File: src/hw/rtl/cgtf_pkg.sv
`timescale 1ns / 1ps
`default_nettype none
// ----------------------------------------------------------------------------
// cgtf_pkg: shared types and constants of the 4bpp palette texel fetch
// Operation codes, register indexes, stage structs and the channel widening.
// ----------------------------------------------------------------------------
package cgtf_pkg;

  localparam int CfgIdxW  = 2;
  localparam int CfgDataW = 7;
  localparam int SideW    = 7;
  localparam int CoordW   = 6;
  localparam int RowOffW  = 13;
  localparam int FetchW   = 14;
  localparam int PalIdxW  = 4;
  localparam int ColorW   = 16;
  localparam int ByteAddrW = 11;
  localparam int ChanW    = 8;

  typedef enum logic [1:0] {
    OP_PAL_WR = 2'd0,
    OP_BMP_WR = 2'd1,
    OP_FETCH  = 2'd2,
    OP_NOP    = 2'd3
  } op_e;

  typedef enum logic [CfgIdxW-1:0] {
    CFG_WIDTH      = 2'd0,
    CFG_HEIGHT     = 2'd1,
    CFG_TRANSPOSED = 2'd2,
    CFG_NONE       = 2'd3
  } cfg_idx_e;

  typedef struct packed {
    logic fetch;
    logic oor;
    logic odd;
  } fetch_req_t;

  typedef struct packed {
    logic                 wr;
    logic [PalIdxW-1:0]   idx;
    logic [ColorW-1:0]    color;
  } pal_wr_t;

  function automatic logic [ChanW-1:0] widen5(logic [4:0] c);
    return {c, c[4:2]};
  endfunction

endpackage
`default_nettype wire

File: src/hw/rtl/cgtf_front.sv
`timescale 1ns / 1ps
`default_nettype none
// ----------------------------------------------------------------------------
// cgtf_front: geometry registers and fetch address generation
// Holds the glyph size and orientation, decodes the command, forms the
// bitmap byte address and the range check for a fetch.
// ----------------------------------------------------------------------------
module cgtf_front #(
  parameter int StoreBytes = 2048
) (
  input  wire logic                              clk_i,
  input  wire logic                              rst_ni,
  input  wire logic                              cfg_we_i,
  input  wire logic [cgtf_pkg::CfgIdxW-1:0]      cfg_index_i,
  input  wire logic [cgtf_pkg::CfgDataW-1:0]     cfg_data_i,
  input  wire logic                              accept_i,
  input  wire logic [1:0]                        op_i,
  input  wire logic [cgtf_pkg::PalIdxW-1:0]      palette_index_i,
  input  wire logic [cgtf_pkg::ColorW-1:0]       color_word_i,
  input  wire logic [cgtf_pkg::ByteAddrW-1:0]    byte_address_i,
  input  wire logic [7:0]                        byte_value_i,
  input  wire logic [cgtf_pkg::CoordW-1:0]       dest_x_i,
  input  wire logic [cgtf_pkg::CoordW-1:0]       dest_y_i,
  output logic                                   ram_we_o,
  output logic [$clog2(StoreBytes)-1:0]          ram_waddr_o,
  output logic [7:0]                             ram_wdata_o,
  output logic                                   ram_re_o,
  output logic [$clog2(StoreBytes)-1:0]          ram_raddr_o,
  output cgtf_pkg::fetch_req_t                   fetch_o,
  output cgtf_pkg::pal_wr_t                      pal_wr_o
);
  import cgtf_pkg::*;

  localparam int AddrW = $clog2(StoreBytes);

  logic [SideW-1:0] width_q, height_q;
  logic             transposed_q;

  always_ff @(posedge clk_i or negedge rst_ni) begin
    if (!rst_ni) begin
      width_q      <= SideW'(1);
      height_q     <= SideW'(1);
      transposed_q <= 1'b0;
    end else if (cfg_we_i) begin
      case (cfg_idx_e'(cfg_index_i))
        CFG_WIDTH:      width_q      <= cfg_data_i;
        CFG_HEIGHT:     height_q     <= cfg_data_i;
        CFG_TRANSPOSED: transposed_q <= cfg_data_i[0];
        default: ;
      endcase
    end
  end

  op_e               op;
  logic [SideW-1:0]  dst_w, dst_h;
  logic [CoordW-1:0] sx, sy;
  logic [7:0]        half_w;
  logic [SideW-1:0]  stride;
  logic [RowOffW-1:0] row_off;
  logic [FetchW-1:0] fetch_addr;
  logic [31:0]       fetch_addr_ext, byte_addr_ext;
  logic              beyond_store, outside;

  always_comb begin
    op       = op_e'(op_i);
    dst_w    = transposed_q ? height_q : width_q;
    dst_h    = transposed_q ? width_q : height_q;
    sx       = transposed_q ? dest_y_i : dest_x_i;
    sy       = transposed_q ? dest_x_i : dest_y_i;
    // row stride: pixel pairs rounded up to an even byte count
    half_w   = ((8'(width_q) + 8'd1) >> 1) + 8'd1;
    stride   = half_w[SideW-1:0] & ~SideW'(1);
    row_off  = RowOffW'(sy) * RowOffW'(stride);
    fetch_addr = FetchW'(row_off) + FetchW'(sx[CoordW-1:1]);
    fetch_addr_ext = 32'(fetch_addr);
    byte_addr_ext  = 32'(byte_address_i);
    beyond_store   = fetch_addr_ext >= 32'(StoreBytes);
    outside = ({1'b0, dest_x_i} >= dst_w) || ({1'b0, dest_y_i} >= dst_h) || beyond_store;

    ram_we_o    = accept_i && (op == OP_BMP_WR) && (byte_addr_ext < 32'(StoreBytes));
    ram_waddr_o = byte_addr_ext[AddrW-1:0];
    ram_wdata_o = byte_value_i;
    ram_re_o    = accept_i && (op == OP_FETCH) && !outside;
    ram_raddr_o = fetch_addr_ext[AddrW-1:0];

    fetch_o.fetch = accept_i && (op == OP_FETCH);
    fetch_o.oor   = outside;
    fetch_o.odd   = sx[0];

    pal_wr_o.wr    = accept_i && (op == OP_PAL_WR);
    pal_wr_o.idx   = palette_index_i;
    pal_wr_o.color = color_word_i;
  end

endmodule
`default_nettype wire

File: config.mk
export PLATFORM = sky130hd
export DESIGN_NAME = cgtf_front
export DESIGN_NICKNAME = d
export VERILOG_FILES = /design/src/hw/rtl/cgtf_pkg.sv /design/src/hw/rtl/cgtf_front.sv
export SDC_FILE = /design/constraint.sdc
export NUM_CORES = 1
export LEC_CHECK = 0
export BUFFER_PORTS_ARGS = -buffer_cell sky130_fd_sc_hd__buf_2
export CORE_ASPECT_RATIO = 0.9
export CORE_MARGIN = 2
export CORE_UTILIZATION = 40
export CTS_CLUSTER_DIAMETER = 150
export DETAILED_ROUTE_END_ITERATION = 7
export HOLD_SLACK_MARGIN = 0.05
export MAX_ROUTING_LAYER = met4
export PLACE_DENSITY = 0.64
export SLEW_MARGIN = 20
export SYNTH_ARGS = -nofsm -noshare
export SYNTH_HDL_FRONTEND = slang
export SYNTH_SLANG_ARGS = --single-unit
File: constraint.sdc
create_clock -name clk_i -period 6.9 [get_ports clk_i]
set_input_delay 0.69 -clock clk_i [delete_from_list [all_inputs] [get_ports clk_i]]
set_output_delay 0.69 -clock clk_i [all_outputs]
set_load 0.1 [all_outputs]
==> results_dict.tcl <==
set metrics [dict create \
    cts_made_buffers 3 \
    fin_hold_viols 0 \
    tritoncts "yes" \
    syn_avg_cell_area_um2 8.75 \
    detailed_place_hpwl_um 4890 \
    fin_crit_period_ns 6.66 \
    final_area_um2 3280 \
    number_of_flops_mapped_to_enable_cells_by_yosys 0 \
    synth_top_cell_by_area "sky130_fd_sc_hd__ha_1" \
    timing.final.setup_violations 0 \
    nNetsFinal 478 \
    timing.critical_path.required_ns 6.21 \
    gr-total-overflow 0 \
    yosysTopAreaCellShare 0.157 \
    std_cell_rows 30 \
    die_w_um 95.9 \
    synth-seq-cells 15 \
    sink_count_of_the_clock_tree 15 \
    crit_path_end_kind "output pin" \
    clock.fmax_ghz 0.150 \
    critPathArrivalTime_ns 5.97 \
    post_synth_adder_cell_area 0.275 \
    outcome "finished clean" \
    ys_async_sr_fraction 1.00 \
    worstSetupStartpointType "flop" \
    effective_utilization_at_floorplan 0.407 \
    remaining_drc_errors 0 \
    timing.hold.worst.class "input pin to async pin" \
    regToRegSetupSlack_ns 5.65 \
    routabilityCongestion 0.817 \
    yosysWarnings 0 \
    io_pins 122 \
    antenna_found_initial 0 \
    r2r-start "transposed_q" \
    synth_fp_nets 469 \
    grt_pass1_wl_um 9970 \
    layout-drive-gt1-share 0.270 \
    antenna_cells 0 \
    drt-initial-drc-count 66 \
    drt-pass1-iter-count 4 \
    coreArea_um2 7470 \
    wl_um 5850 \
    skew_ns 0 \
    synth.area.mux_share 0.134 \
    clock_tree.root_cell "sky130_fd_sc_hd__clkbuf_8" \
    gr-usage-all-layers 0.151 \
    die-area_um2 8310 \
    finalNonFillerCells 451 \
    route.detailed.vias_per_inst 5.18 \
    grt_start_max_net_pins 19 \
    fin_crit_sh 0.966 \
    worst-setup-path-type "flop to output pin" \
    crit-reg2reg-capture "transposed_q" \
    layout.cells.most_common "sky130_fd_sc_hd__buf_2" \
    critical-path-slowest-cell "sky130_fd_sc_hd__dfstp_2" \
    timing.critical_path.mode_cell "sky130_fd_sc_hd__fa_1" \
    critical-path-max-stage-delay_ns 0.59 \
    max-slew-margin-rel 0.614 \
    cts_max_path_buffers 2 \
    dominant_combinational_cell_family_by_area_after_synthesis "adder cells" \
    fin_util 0.439 \
    seq_area_frac_synth 0.124 \
    n_fill_cell 741 \
    mappedNetlistArea_um2 3040 \
    placement.io_buffers 43 \
    synth_simple_gate_area_frac 0.164 \
    die-height_um 86.7 \
    finalMaxSlewViolations 0 \
    clock_insertion_delay_at_the_later_pin_of_the_skew_report_ns 0.24 \
    post_synth_inst_count 347 \
    crit_fanout 6 \
    netlist_top_cells_area "sky130_fd_sc_hd__ha_1, sky130_fd_sc_hd__fa_1, sky130_fd_sc_hd__dfrtp_1, sky130_fd_sc_hd__buf_4, sky130_fd_sc_hd__mux2_2" \
    syn2layout_area_growth_pct 7.91 \
    placedCellCount 444 \
    drtAntennaViolNets 0 \
    synth-compound-area-share 0.0848 \
    cts.reportedPaths.clkPinSlew_ns 0.06 \
    detailroute.via_count 2337 \
    max-cap-violations 0 \
    worst_hold_slack_ns 0.337 \
    synth_cell_type_count 46 \
    worstMarginPinSlew_ns 0.562 \
    layout.cells.most_common_list "sky130_fd_sc_hd__buf_2, sky130_fd_sc_hd__inv_1, sky130_fd_sc_hd__ha_1" \
    place_area_um2 3110 \
    yosys.area_share.xor_xnor 0.0634 \
    h-tree-depth 1 \
    cell_depth_of_the_worst_flop_to_flop_path 2 \
    synth_flop_cell "sky130_fd_sc_hd__dfrtp_1" \
    detail_route.wl_per_cell_um 13.0 \
    crit_path_cell_trace "ha_4, nand2_1, or3_1, xor2_1, o31ai_1, nand2_1, or2_1, fa_1, fa_1, fa_1, inv_1, ha_4, xor2_1, nor3_1, mux2i_2, or4b_4, o21a_1, o211a_1, buf_12" \
    grt_pass1_vias 2267 \
]
-- final cells by class --
cell class	instances	area [um2]	area share
clock buffer	4	45.0	0.0137
sequential	15	378	0.115
inverter	35	131	0.0401
tap	96	120	0.0366
timing repair buffer	51	305	0.0931
multi-input combinational	250	2300	0.701
-- registers in the layout (all words and copies together) (netlist names) --
signal        count
height_q          7
width_q           7
transposed_q      1
-- synthesized netlist by cell type, types with 2 or more instances --
library cell and n:
sky130_fd_sc_hd__nand2_1 16, sky130_fd_sc_hd__nor2_1 31, sky130_fd_sc_hd__nand2b_1 3, sky130_fd_sc_hd__o21ai_1 4, sky130_fd_sc_hd__or3_1 2, sky130_fd_sc_hd__nor3b_1 4
sky130_fd_sc_hd__a21o_1 6, sky130_fd_sc_hd__dfrtp_1 13, sky130_fd_sc_hd__o21ai_0 7, sky130_fd_sc_hd__or2_1 7, sky130_fd_sc_hd__inv_1 35, sky130_fd_sc_hd__mux2i_1 17
sky130_fd_sc_hd__nor2b_1 9, sky130_fd_sc_hd__fa_1 18, sky130_fd_sc_hd__ha_1 38, sky130_fd_sc_hd__nand3_1 4, sky130_fd_sc_hd__xnor2_1 10, sky130_fd_sc_hd__nand3b_1 2
sky130_fd_sc_hd__buf_4 40, sky130_fd_sc_hd__nor3_1 6, sky130_fd_sc_hd__and3_1 3, sky130_fd_sc_hd__xor2_1 12, sky130_fd_sc_hd__a21oi_1 8, sky130_fd_sc_hd__dfstp_2 2
sky130_fd_sc_hd__o221ai_1 2, sky130_fd_sc_hd__buf_2 4, sky130_fd_sc_hd__o31ai_1 2, sky130_fd_sc_hd__mux2_2 21, sky130_fd_sc_hd__a221oi_1 4
-- layer usage --
layer	wire, um	up-vias	track usage
li1	-	1149	-
met1	2770	1128	0.203
met2	2840	50	0.249
met3	200	10	0.0104
met4	42	0	0.0364
met5	0	-	-
-- how the worst max path moves through the flow --
stage                           from              to  slack (ns)  depth (start not counted)
after floorplan           width_q[0]  ram_raddr_o[9]        0.02                         17
after global placement    width_q[0]      fetch_o[1]        0.35                         19
after detailed placement  width_q[0]        ram_re_o        0.20                         19
after CTS                 width_q[0]        ram_re_o        0.07                         19
after global routing      width_q[0]        ram_re_o      -0.002                         19
final                     width_q[0]        ram_re_o        0.24                         19
-- per-stage QoR --
stage	TNS [ns]	setup WS (ns)
after floorplan	0	0.0165
after global placement	0	0.348
after detailed placement	0	0.199
after CTS	0	0.0682
after global routing	-0.00229	-0.00229
final	0	0.238
-- logic make-up after synthesis --
family	after synthesis
buf+inv	82
compound gates	39
fa+ha+maj	56
mux	38
xor+xnor	22
flops	15
simple gates	95
-- critical path, delay by kind of cell, from the launching register on --
family | cells | cell delay, ns
AOI/OAI and AO/OA | 3 | 0.75
xor gates and xnor gates | 2 | 0.40
adders and majority gates | 5 | 2.00
buffers and inverters | 2 | 0.24
DFF | 1 | 0.59
muxes | 1 | 0.16
and+or+nand+nor | 6 | 1.57
-- timing repair --
action,CTS,global route
gates resized for setup,2,14
setup buffers,1,2
endpoints found under the setup margin,2,3
hold buffers,0,0
pin swaps,1,4
Power is not shown: default switching activity piles up to over one toggle a cycle in this logic, so the estimate is an artifact.
