### config.mk
export PLATFORM = sky130hd
export DESIGN_NAME = cgtf_back
export DESIGN_NICKNAME = d
export VERILOG_FILES = /design/src/hw/rtl/cgtf_pkg.sv /design/src/hw/rtl/cgtf_back.sv
export SDC_FILE = /design/constraint.sdc
export NUM_CORES = 1
export LEC_CHECK = 0
export BUFFER_PORTS_ARGS = -buffer_cell sky130_fd_sc_hd__buf_2
export CAP_MARGIN = 10
export CORE_AREA = 2 2 154 156
export DETAILED_ROUTE_END_ITERATION = 8
export DIE_AREA = 0 0 156 158
export PLACE_DENSITY = 0.74
export RECOVER_POWER = 50
export SETUP_SLACK_MARGIN = 0.4
export SLEW_MARGIN = 20
export SYNTH_ARGS = -nofsm -noshare
export SYNTH_HDL_FRONTEND = slang
export SYNTH_SLANG_ARGS = --single-unit
### constraint.sdc
create_clock -name clk_i -period 2.2 [get_ports clk_i]
set_input_delay 0.11 -clock clk_i [delete_from_list [all_inputs] [get_ports clk_i]]
set_output_delay 0.11 -clock clk_i [all_outputs]
set_load 0.02 [all_outputs]
### src/hw/rtl/cgtf_pkg.sv
`timescale 1ns / 1ps
`default_nettype none
// ----------------------------------------------------------------------------
// cgtf_pkg: shared types and constants of the 4bpp palette texel fetch
// Operation codes, register indexes, stage structs and the channel widening.
// ----------------------------------------------------------------------------
package cgtf_pkg;

  localparam int CfgIdxW  = 2;
  localparam int CfgDataW = 7;
  localparam int SideW    = 7;
  localparam int CoordW   = 6;
  localparam int RowOffW  = 13;
  localparam int FetchW   = 14;
  localparam int PalIdxW  = 4;
  localparam int ColorW   = 16;
  localparam int ByteAddrW = 11;
  localparam int ChanW    = 8;

  typedef enum logic [1:0] {
    OP_PAL_WR = 2'd0,
    OP_BMP_WR = 2'd1,
    OP_FETCH  = 2'd2,
    OP_NOP    = 2'd3
  } op_e;

  typedef enum logic [CfgIdxW-1:0] {
    CFG_WIDTH      = 2'd0,
    CFG_HEIGHT     = 2'd1,
    CFG_TRANSPOSED = 2'd2,
    CFG_NONE       = 2'd3
  } cfg_idx_e;

  typedef struct packed {
    logic fetch;
    logic oor;
    logic odd;
  } fetch_req_t;

  typedef struct packed {
    logic                 wr;
    logic [PalIdxW-1:0]   idx;
    logic [ColorW-1:0]    color;
  } pal_wr_t;

  function automatic logic [ChanW-1:0] widen5(logic [4:0] c);
    return {c, c[4:2]};
  endfunction

endpackage
`default_nettype wire

### src/hw/rtl/cgtf_back.sv
`timescale 1ns / 1ps
`default_nettype none
// ----------------------------------------------------------------------------
// cgtf_back: palette lookup and result register
// Selects the nibble from the fetched byte, looks up the palette, widens
// the channels and registers the result. Palette writes go through a register
// before they land, so that fetches see exactly the earlier writes.
// ----------------------------------------------------------------------------
module cgtf_back (
  input  wire logic                          clk_i,
  input  wire logic                          rst_ni,
  input  wire cgtf_pkg::fetch_req_t          fetch_i,
  input  wire cgtf_pkg::pal_wr_t             pal_wr_i,
  input  wire logic [7:0]                    ram_rdata_i,
  output logic                               done_o,
  output logic [cgtf_pkg::ChanW-1:0]         red_o,
  output logic [cgtf_pkg::ChanW-1:0]         green_o,
  output logic [cgtf_pkg::ChanW-1:0]         blue_o,
  output logic [cgtf_pkg::ChanW-1:0]         alpha_o,
  output logic                               out_of_range_o
);
  import cgtf_pkg::*;

  fetch_req_t       fetch_q;
  pal_wr_t          pal_wr_q;
  logic [ColorW-1:0] palette_q [2**PalIdxW];

  always_ff @(posedge clk_i or negedge rst_ni) begin
    if (!rst_ni) begin
      fetch_q  <= '0;
      pal_wr_q <= '0;
    end else begin
      fetch_q  <= fetch_i;
      pal_wr_q <= pal_wr_i;
    end
  end

  always_ff @(posedge clk_i) begin
    if (pal_wr_q.wr) begin
      palette_q[pal_wr_q.idx] <= pal_wr_q.color;
    end
  end

  logic [PalIdxW-1:0] nib;
  logic [ColorW-1:0]  color;
  logic [ChanW-1:0]   red_d, green_d, blue_d, alpha_d;

  always_comb begin
    nib   = fetch_q.odd ? ram_rdata_i[7:4] : ram_rdata_i[3:0];
    color = palette_q[nib];
    if (fetch_q.oor) begin
      red_d   = '0;
      green_d = '0;
      blue_d  = '0;
      alpha_d = '0;
    end else begin
      red_d   = widen5(color[4:0]);
      green_d = widen5(color[9:5]);
      blue_d  = widen5(color[14:10]);
      alpha_d = (nib == '0) ? '0 : '1;
    end
  end

  logic             done_q, oor_q;
  logic [ChanW-1:0] red_q, green_q, blue_q, alpha_q;

  always_ff @(posedge clk_i or negedge rst_ni) begin
    if (!rst_ni) begin
      done_q <= 1'b0;
    end else begin
      done_q <= fetch_q.fetch;
    end
  end

  always_ff @(posedge clk_i) begin
    if (fetch_q.fetch) begin
      red_q   <= red_d;
      green_q <= green_d;
      blue_q  <= blue_d;
      alpha_q <= alpha_d;
      oor_q   <= fetch_q.oor;
    end
  end

  assign done_o         = done_q;
  assign red_o          = red_q;
  assign green_o        = green_q;
  assign blue_o         = blue_q;
  assign alpha_o        = alpha_q;
  assign out_of_range_o = oor_q;

endmodule
`default_nettype wire

==> summary.txt, run 1 <==
Logic synthesis
  – Yosys top cell by area: edfxtp_1
  – Synth cell types: 36
  – Sequential fraction of the synthesis area: 66.9%
  – Syn Inst Count: 996
  – Synth Cell Area: 12400 um^2
  – Post-synth top area share: 62.1%
  – Top cells by area, synth: edfxtp_1 62%, nor2_1 6.2%, dfrtp_1 4.8%, nand2b_1 4.6%, o221ai_1 4.1%
  – Synth Register Bits: 281
  – Syn_nets: 1030
  – Syn avg cell area: 12.5 um^2
  – Yosys warns: 0

Timing
  – Setup Skew: between 0.01 and 0.015 ns
  – Final setup fails: 0
  – Number of hold violations in the final report: 0
  – Hold Slack: 0.212 ns
  – Fin worst setup slack: 0.103 ns
  – Final Slew Violations: 19
  – Crit share post-route: 95.3%
  – Slew HR: -1.72%
  – Max Freq: 0.477 GHz
  – Setup Total Neg Slack: 0 ns
  – RSZ-0062 raised after global routing: yes
  – Tightest Pin Transition: 1.53 ns
  – Fin crit period: 2.10 ns

Global routing
  – Pin count of the biggest net entering global routing: 39
  – Vias in the first global route: 8659
  – Overall Global Routing Usage: 27.9%
  – Gr ovfl total: 0
  – First-pass GRT wire length: 50700 um
  – Initial antenna violation count: 0

Clock tree
  – Clock Latency Late Sink: 0.54 ns
  – Max clock buf depth: 3
  – CTS Buf Count: 29
  – CTS tree: built
  – Reg clk slew, reported paths: 0.06 ns
  – H-tree depth: 1
  – Clock Sink Count: 281
  – CTS Root Cell: clkbuf_16

Critical path
  – Critical path class: reg -> reg
  – Crit path to: blue_o[5]
  – Worst path required time: about 2.5 ns
  – Startpoint Class: flip-flop
  – Max stage delay on crit path: 0.43 ns
  – CP Cell Sequence: buf_12, mux2_4, buf_12, nor2_4, o221ai_2, a22oi_1, buf_4, o2bb2ai_1
  – Worst path slowest cell: dfrtp_2
  – Crit Path Max Fanout: 16
  – R2r setup slk: 0.10 ns
  – Worst setup path startpoint: fetch_q[0]
  – CP endpoint kind: flip-flop
  – R2R Path End: blue_o[5]
  – Critical path arrival: 2.39 ns
  – R2R depth: 8
  – Launching point of the worst reg2reg path: fetch_q[0]
  – Top cell by count, worst path: buf_12

Die
  – Initial Util: between 50% and 60%
  – I/O pin cnt: 68
  – Die W: 156 um
  – Die height: 158 um
  – Die area: 24600 um^2
  – Std-Cell Core Area: about 23000 um^2
  – # rows: 56

Layout
  – Layout cells sized above 1: about a fifth
  – Final instance area: 14800 um^2
  – Fill cells: about 1600
  – Most frequent cells in the layout: 257 x edfxtp_1, 197 x nor2_1, 91 x nand2b_1, 59 x buf_2, 58 x o21ai_0
  – Area grow syn2layout: 18.9%
  – Multi-input logic area: 3800 um^2
  – ANT cells: 0
  – Reg area: 8320 um^2
  – Layout Nets: 1139
  – Most common cell after layout, fill and taps aside: edfxtp_1

Route
  – Final wirelength: 34600 um
  – Post-DR vias/cell: roughly 6.4
  – WL per Instance: 24.4 um
  – 1st-iter DRT viols: 1456
  – Antenna-violating nets left: 0
  – Vias: 9115
  – Router iterations before antenna repair: 6
  – # DRC: 0

Outcome
  – Violated checks: max-capacitance violations, max-slew violations
  – Status: complete, but fails checks

Place
  – Dpl ws: -0.0977 ns
  – DP HPWL: 20700 um
  – Placed instance area: between 10000 and 15000 um^2
  – Final RePlAce weighted congestion: 0.863
  – PortBufs: 66

Power
  – Lkg Pwr: 0.00512 uW
  – Total power: 12100 uW
  – Maximum vdd drop: 0.735 mV
  – Cell Pwr Density: approximately 820 nW/um^2

Run
  – Max cap viols: 1

Hold path
  – Hold Crit Class: in -> reg
==> where the power goes <==
| group | internal (uW) | switching, uW | total, uW |
|---|---|---|---|
| combinational | 510 | 782 | 1290 |
| sequential | 5990 | 148 | 6140 |
| clock | 2700 | 1960 | 4650 |
| total | 9200 | 2890 | 12100 |
==> cells in the mapped netlist (all sizes together) <==
cell type / number
nand2b: 91
a41oi: 1
nand3b: 2
inv: 4
nand3: 1
a21oi: 32
o2bb2ai: 14
or2b: 3
nor3: 4
o31ai: 2
mux2: 2
a22oi: 58
mux2i: 1
nor2b: 17
o32ai: 1
clkbuf: 43
o21ai: 58
o22ai: 4
a21boi: 14
a32o: 14
nor2: 206
nand2: 21
or3b: 1
dfrtp: 24
o22a: 16
and2: 1
o221ai: 58
edfxtp: 257
a221oi: 2
buf: 44
==> metal layers <==
layer  vias up  track usage, %  wire length [um]
met1      4400            37.3             13000
met2       657            44.3             15800
met3       100            7.06              4480
met4         2            10.7              1260
li1       3956               -                 -
met5         -            1.86                58
==> worst min path at each step <==
stage | depth (start not counted) | start | slack, ns | endpoint
after floorplan | 0 | rst_ni | -0.19 | done_o
after detailed placement | 1 | rst_ni | 0.1 | pal_wr_q[2]
after global routing | 2 | pal_wr_i[20] | 0.22 | pal_wr_q[20]
after CTS | 2 | rst_ni | 0.06 | pal_wr_q[11]
after global placement | 1 | rst_ni | 0.09 | pal_wr_q[1]
final | 2 | pal_wr_i[16] | 0.21 | pal_wr_q[16]
==> metrics by stage <==
stage / util (%) / cells
5_1_grt: 64.1 / 1416
3_5_place_dp: 58.3 / 1333
2_1_floorplan: - / 996
4_1_cts: 63.9 / 1416
3_3_place_gp: 58.3 / 1333
6_report: 64.1 / 1416
==> repair_timing <==
item                       CTS  global route
hold endpoints to repair    47             0
setup endpoints to repair   15            75
hold buffers                24             0
gates cloned                 1             0
pin swaps                    4             6
gates resized for setup     20            13
setup buffers                6             0
==> logic make-up after synthesis <==
| family | Yosys count | synth area share (%) |
|---|---|---|
| AND/OR/NAND/NOR | 347 | 12.9 |
| multiplexers | 3 | 0.322 |
| buffers and inverters | 91 | 3.80 |
| flip-flops | 281 | 66.9 |
| AO/OA/AOI/OAI | 274 | 16.0 |
==> worst max-delay path: cells and delay by family (launching register included) <==
| family | cells | cell delay (ns) |
|---|---|---|
| multiplexers | 1 | 0.36 |
| AND/OR/NAND/NOR | 1 | 0.10 |
| buffers and inverters | 3 | 0.51 |
| AO/OA/AOI/OAI | 3 | 0.43 |
| flip-flops | 1 | 0.43 |
==> registers in the layout (all words and copies together), names as in the netlist <==
| name | count |
|---|---|
| blue_o | 5 |
| palette_q | 240 |
| out_of_range_o | 1 |
| red_o | 5 |
| done_o | 1 |
| fetch_q | 3 |
| alpha_o | 1 |
| pal_wr_q | 20 |
| green_o | 5 |
==> layout make-up <==
type / instances / share of cell area, %
tap: 290 / 2.46
sequential: 281 / 56.3
clock buffer: 40 / 5.53
timing repair buffer: 164 / 9.26
inverter: 4 / 0.102
multi-input combinational: 625 / 25.7
clock inverter: 12 / 0.610
Note: power is estimated with default switching activity, not from simulation.
==> run 2: changes to the inputs <==
Settings changed: ABC_AREA set to 1, CELL_PAD_IN_SITES_DETAIL_PLACEMENT set to 2, CELL_PAD_IN_SITES_GLOBAL_PLACEMENT set to 2, CORE_AREA 2 2 154 156 to 2 2 187 189, DIE_AREA 0 0 156 158 to 0 0 189 191, PLACE_DENSITY 0.74 to 0.73.
==> summary.txt, run 2 <==
Critical path
  – Crit Path Max Fanout: 10
  – Worst path slowest cell: dfrtp_2
  – Startpoint Class: flip-flop
  – Critical path class: reg -> reg
  – Worst path bufs/invs: 3
  – Worst path required time: 2.53 ns
  – CP endpoint kind: flip-flop
  – Launching point of the worst reg2reg path: fetch_q[0]
  – CP Cell Sequence: buf_12, nand2_8, nand2_8, buf_12, clkbuf_16, nand2_1, nand3_1, nand3_1, nand3_2, a21oi_2
  – Worst setup path startpoint: fetch_q[0]
  – Max stage delay on crit path: roughly 0.46 ns
  – R2R Path End: green_o[3]
  – R2R depth: 10
  – Crit. path cell count: 10
  – CP delay by family, top: simple AND/OR/NAND/NOR gates
  – Crit path to: green_o[3]
  – Critical path arrival: 2.34 ns
  – R2r setup slk: 0.19 ns

Outcome
  – Violated checks: max-capacitance violations, max-slew violations
  – Status: complete, but fails checks

Logic synthesis
  – Synth cell count leaders: 260 x inv_1, 257 x edfxtp_1, 256 x nand3_1, 235 x nand2_1, 30 x buf_2
  – Sequential fraction of the synthesis area: 68.5%
  – Synth cell types: 22
  – EDFF count, synth: 257
  – Syn_nets: 1185
  – Share of flip-flops with an asynchronous set or reset: under 10%
  – Post-synth top flop: edfxtp_1
  – Count leader, synth: inv_1
  – Yosys top cell by area: edfxtp_1
  – Yosys warns: 0
  – Syn avg cell area: around 11 um^2
  – Synth Cell Area: 12100 um^2
  – Syn Inst Count: 1151
  – Synth Register Bits: between 200 and 300
  – Post-synth top area share: between 60 and 70%
  – Top cells by area, synth: edfxtp_1 64%, nand3_1 11%, inv_1 8.0%, nand2_1 7.3%, dfrtp_1 4.9%

Layout
  – Most common cell after layout, fill and taps aside: edfxtp_1
  – Final Non-Filler Cells: roughly 1800
  – Largest register FFs: 240
  – Layout cells sized above 1: 20.0%
  – Reg with most FFs: palette_q
  – Largest regs: palette_q (240), pal_wr_q (20)
  – Most frequent cells in the layout: 257 x edfxtp_1, 251 x inv_1, 226 x nand2_1, 220 x nand3_1, 54 x buf_2
  – Layout Nets: about 1300
  – Area grow syn2layout: 29.3%

Route
  – Vias: between 9000 and 10000
  – Antenna-violating nets left: 0
  – Router iterations before antenna repair: 6
  – Final wirelength: 45000 um
  – # DRC: 0
  – Post-DR vias/cell: just over 5
  – WL per Instance: around 25 um
  – 1st-iter DRT viols: 686

Die
  – Die W: 189 um
  – Std-Cell Core Area: 34100 um^2
  – # rows: 68
  – Die height: ~190 um
  – I/O pin cnt: 68
  – Initial Util: 35.6%
  – Die area: 36100 um^2

Place
  – Dpl ws: 0.0869 ns
  – Placed cells: 1642
  – PortBufs: between 60 and 70
  – Final RePlAce weighted congestion: 0.741
  – DP HPWL: 22500 um

Clock tree
  – Reg clk slew, reported paths: 0.06 ns
  – H-tree depth: 2
  – CTS Root Cell: clkbuf_16
  – CTS tree: built
  – Clock Latency Late Sink: 0.52 ns
  – CTS Buf Count: 34
  – Max clock buf depth: 3
  – Clock Sink Count: between 200 and 300

Global routing
  – Overall Global Routing Usage: 23.8%
  – First-pass GRT wire length: around 63000 um
  – Initial antenna violation count: 2
  – Vias in the first global route: about 10000
  – Gr ovfl total: 0
  – Pin count of the biggest net entering global routing: 42

Timing
  – Final setup fails: 0
  – Slew HR: -15.0%
  – Final Slew Violations: 25
  – Tightest Pin Transition: 1.72 ns
  – Crit share post-route: 91.6%
  – Max Freq: 0.496 GHz
  – Setup Skew: approximately 0.017 ns
  – Setup Total Neg Slack: 0 ns
  – Number of hold violations in the final report: 0
  – RSZ-0062 raised after global routing: yes
  – Fin crit period: approximately 2.0 ns
  – Fin worst setup slack: 0.185 ns

Hold path
  – Hold Crit Class: in -> reg

Power
  – Cell Pwr Density: ~850 nW/um^2
  – Total power: around 13000 uW
  – Lkg Pwr: 0.00682 uW
  – Maximum vdd drop: 0.458 mV

Run
  – Max cap viols: 1
==> run 2: routing by layer <==
layer	wire, um	GRT usage [%]	up-vias
li1	-	-	3989
met1	18200	28.9	4702
met2	23600	43.8	324
met3	2400	3.91	64
met4	850	6.49	0
met5	0	0	-
==> run 2: final cells by class <==
cell class,count,area (um^2)
diodes,1,2.50
clock buffers,55,1020
clock inverters,5,87.6
fillers,3454,18400
inverters,263,992
multi-input cells,538,2770
flip-flops and latches,281,8320
well taps,455,569
repair buffers,170,1950
==> run 2: cells by family (layout without fill, tap and decap cells) <==
group                  Yosys count  count (layout)  synth area share [%]
and+or+nand+nor                519             519                  19.0
buffers and inverters          332             493                  11.5
DFF                            281             281                  68.5
AOI/OAI and AO/OA               19              19                 0.948
other                            0               1                     0
==> run 2: what timing repair did <==
item | CTS | global route
endpoints found under the setup margin | 15 | 15
pin swaps | 14 | 46
resized for setup | 51 | 53
hold buffers | 24 | 0
cloned | 11 | 12
setup buffers | 17 | 1
hold endpoints to repair | 47 | 0
==> run 2: through the flow <==
stage	instance area [um^2]	utilization (%)	hold slack [ns]
2_1_floorplan	12100	-	-0.186
3_3_place_gp	13100	38.4	0.163
3_5_place_dp	13100	38.4	0.182
4_1_cts	15200	44.5	0.176
5_1_grt	15700	46.0	0.239
6_report	15700	46.0	0.235
==> run 2: power breakdown <==
part / total [uW] / switching, uW / leakage [uW] / internal (uW)
clock: 5680 / 2260 / 0.000536 / 3420
combinational: 1560 / 943 / 0.00367 / 613
sequential: 6130 / 143 / 0.00262 / 5980
total: 13400 / 3350 / 0.00682 / 10000
==> run 2: worst min path at each step <==
| stage | startpoint | endpoint | slack (ns) | depth (start not counted) |
|---|---|---|---|---|
| after CTS | rst_ni | pal_wr_q[13] | 0.18 | 2 |
| after global routing | pal_wr_i[19] | pal_wr_q[19] | 0.24 | 2 |
| after detailed placement | rst_ni | pal_wr_q[16] | 0.18 | 1 |
| final | pal_wr_i[19] | pal_wr_q[19] | 0.24 | 2 |
| after floorplan | rst_ni | done_o | -0.19 | 0 |
| after global placement | rst_ni | fetch_q[1] | 0.16 | 1 |
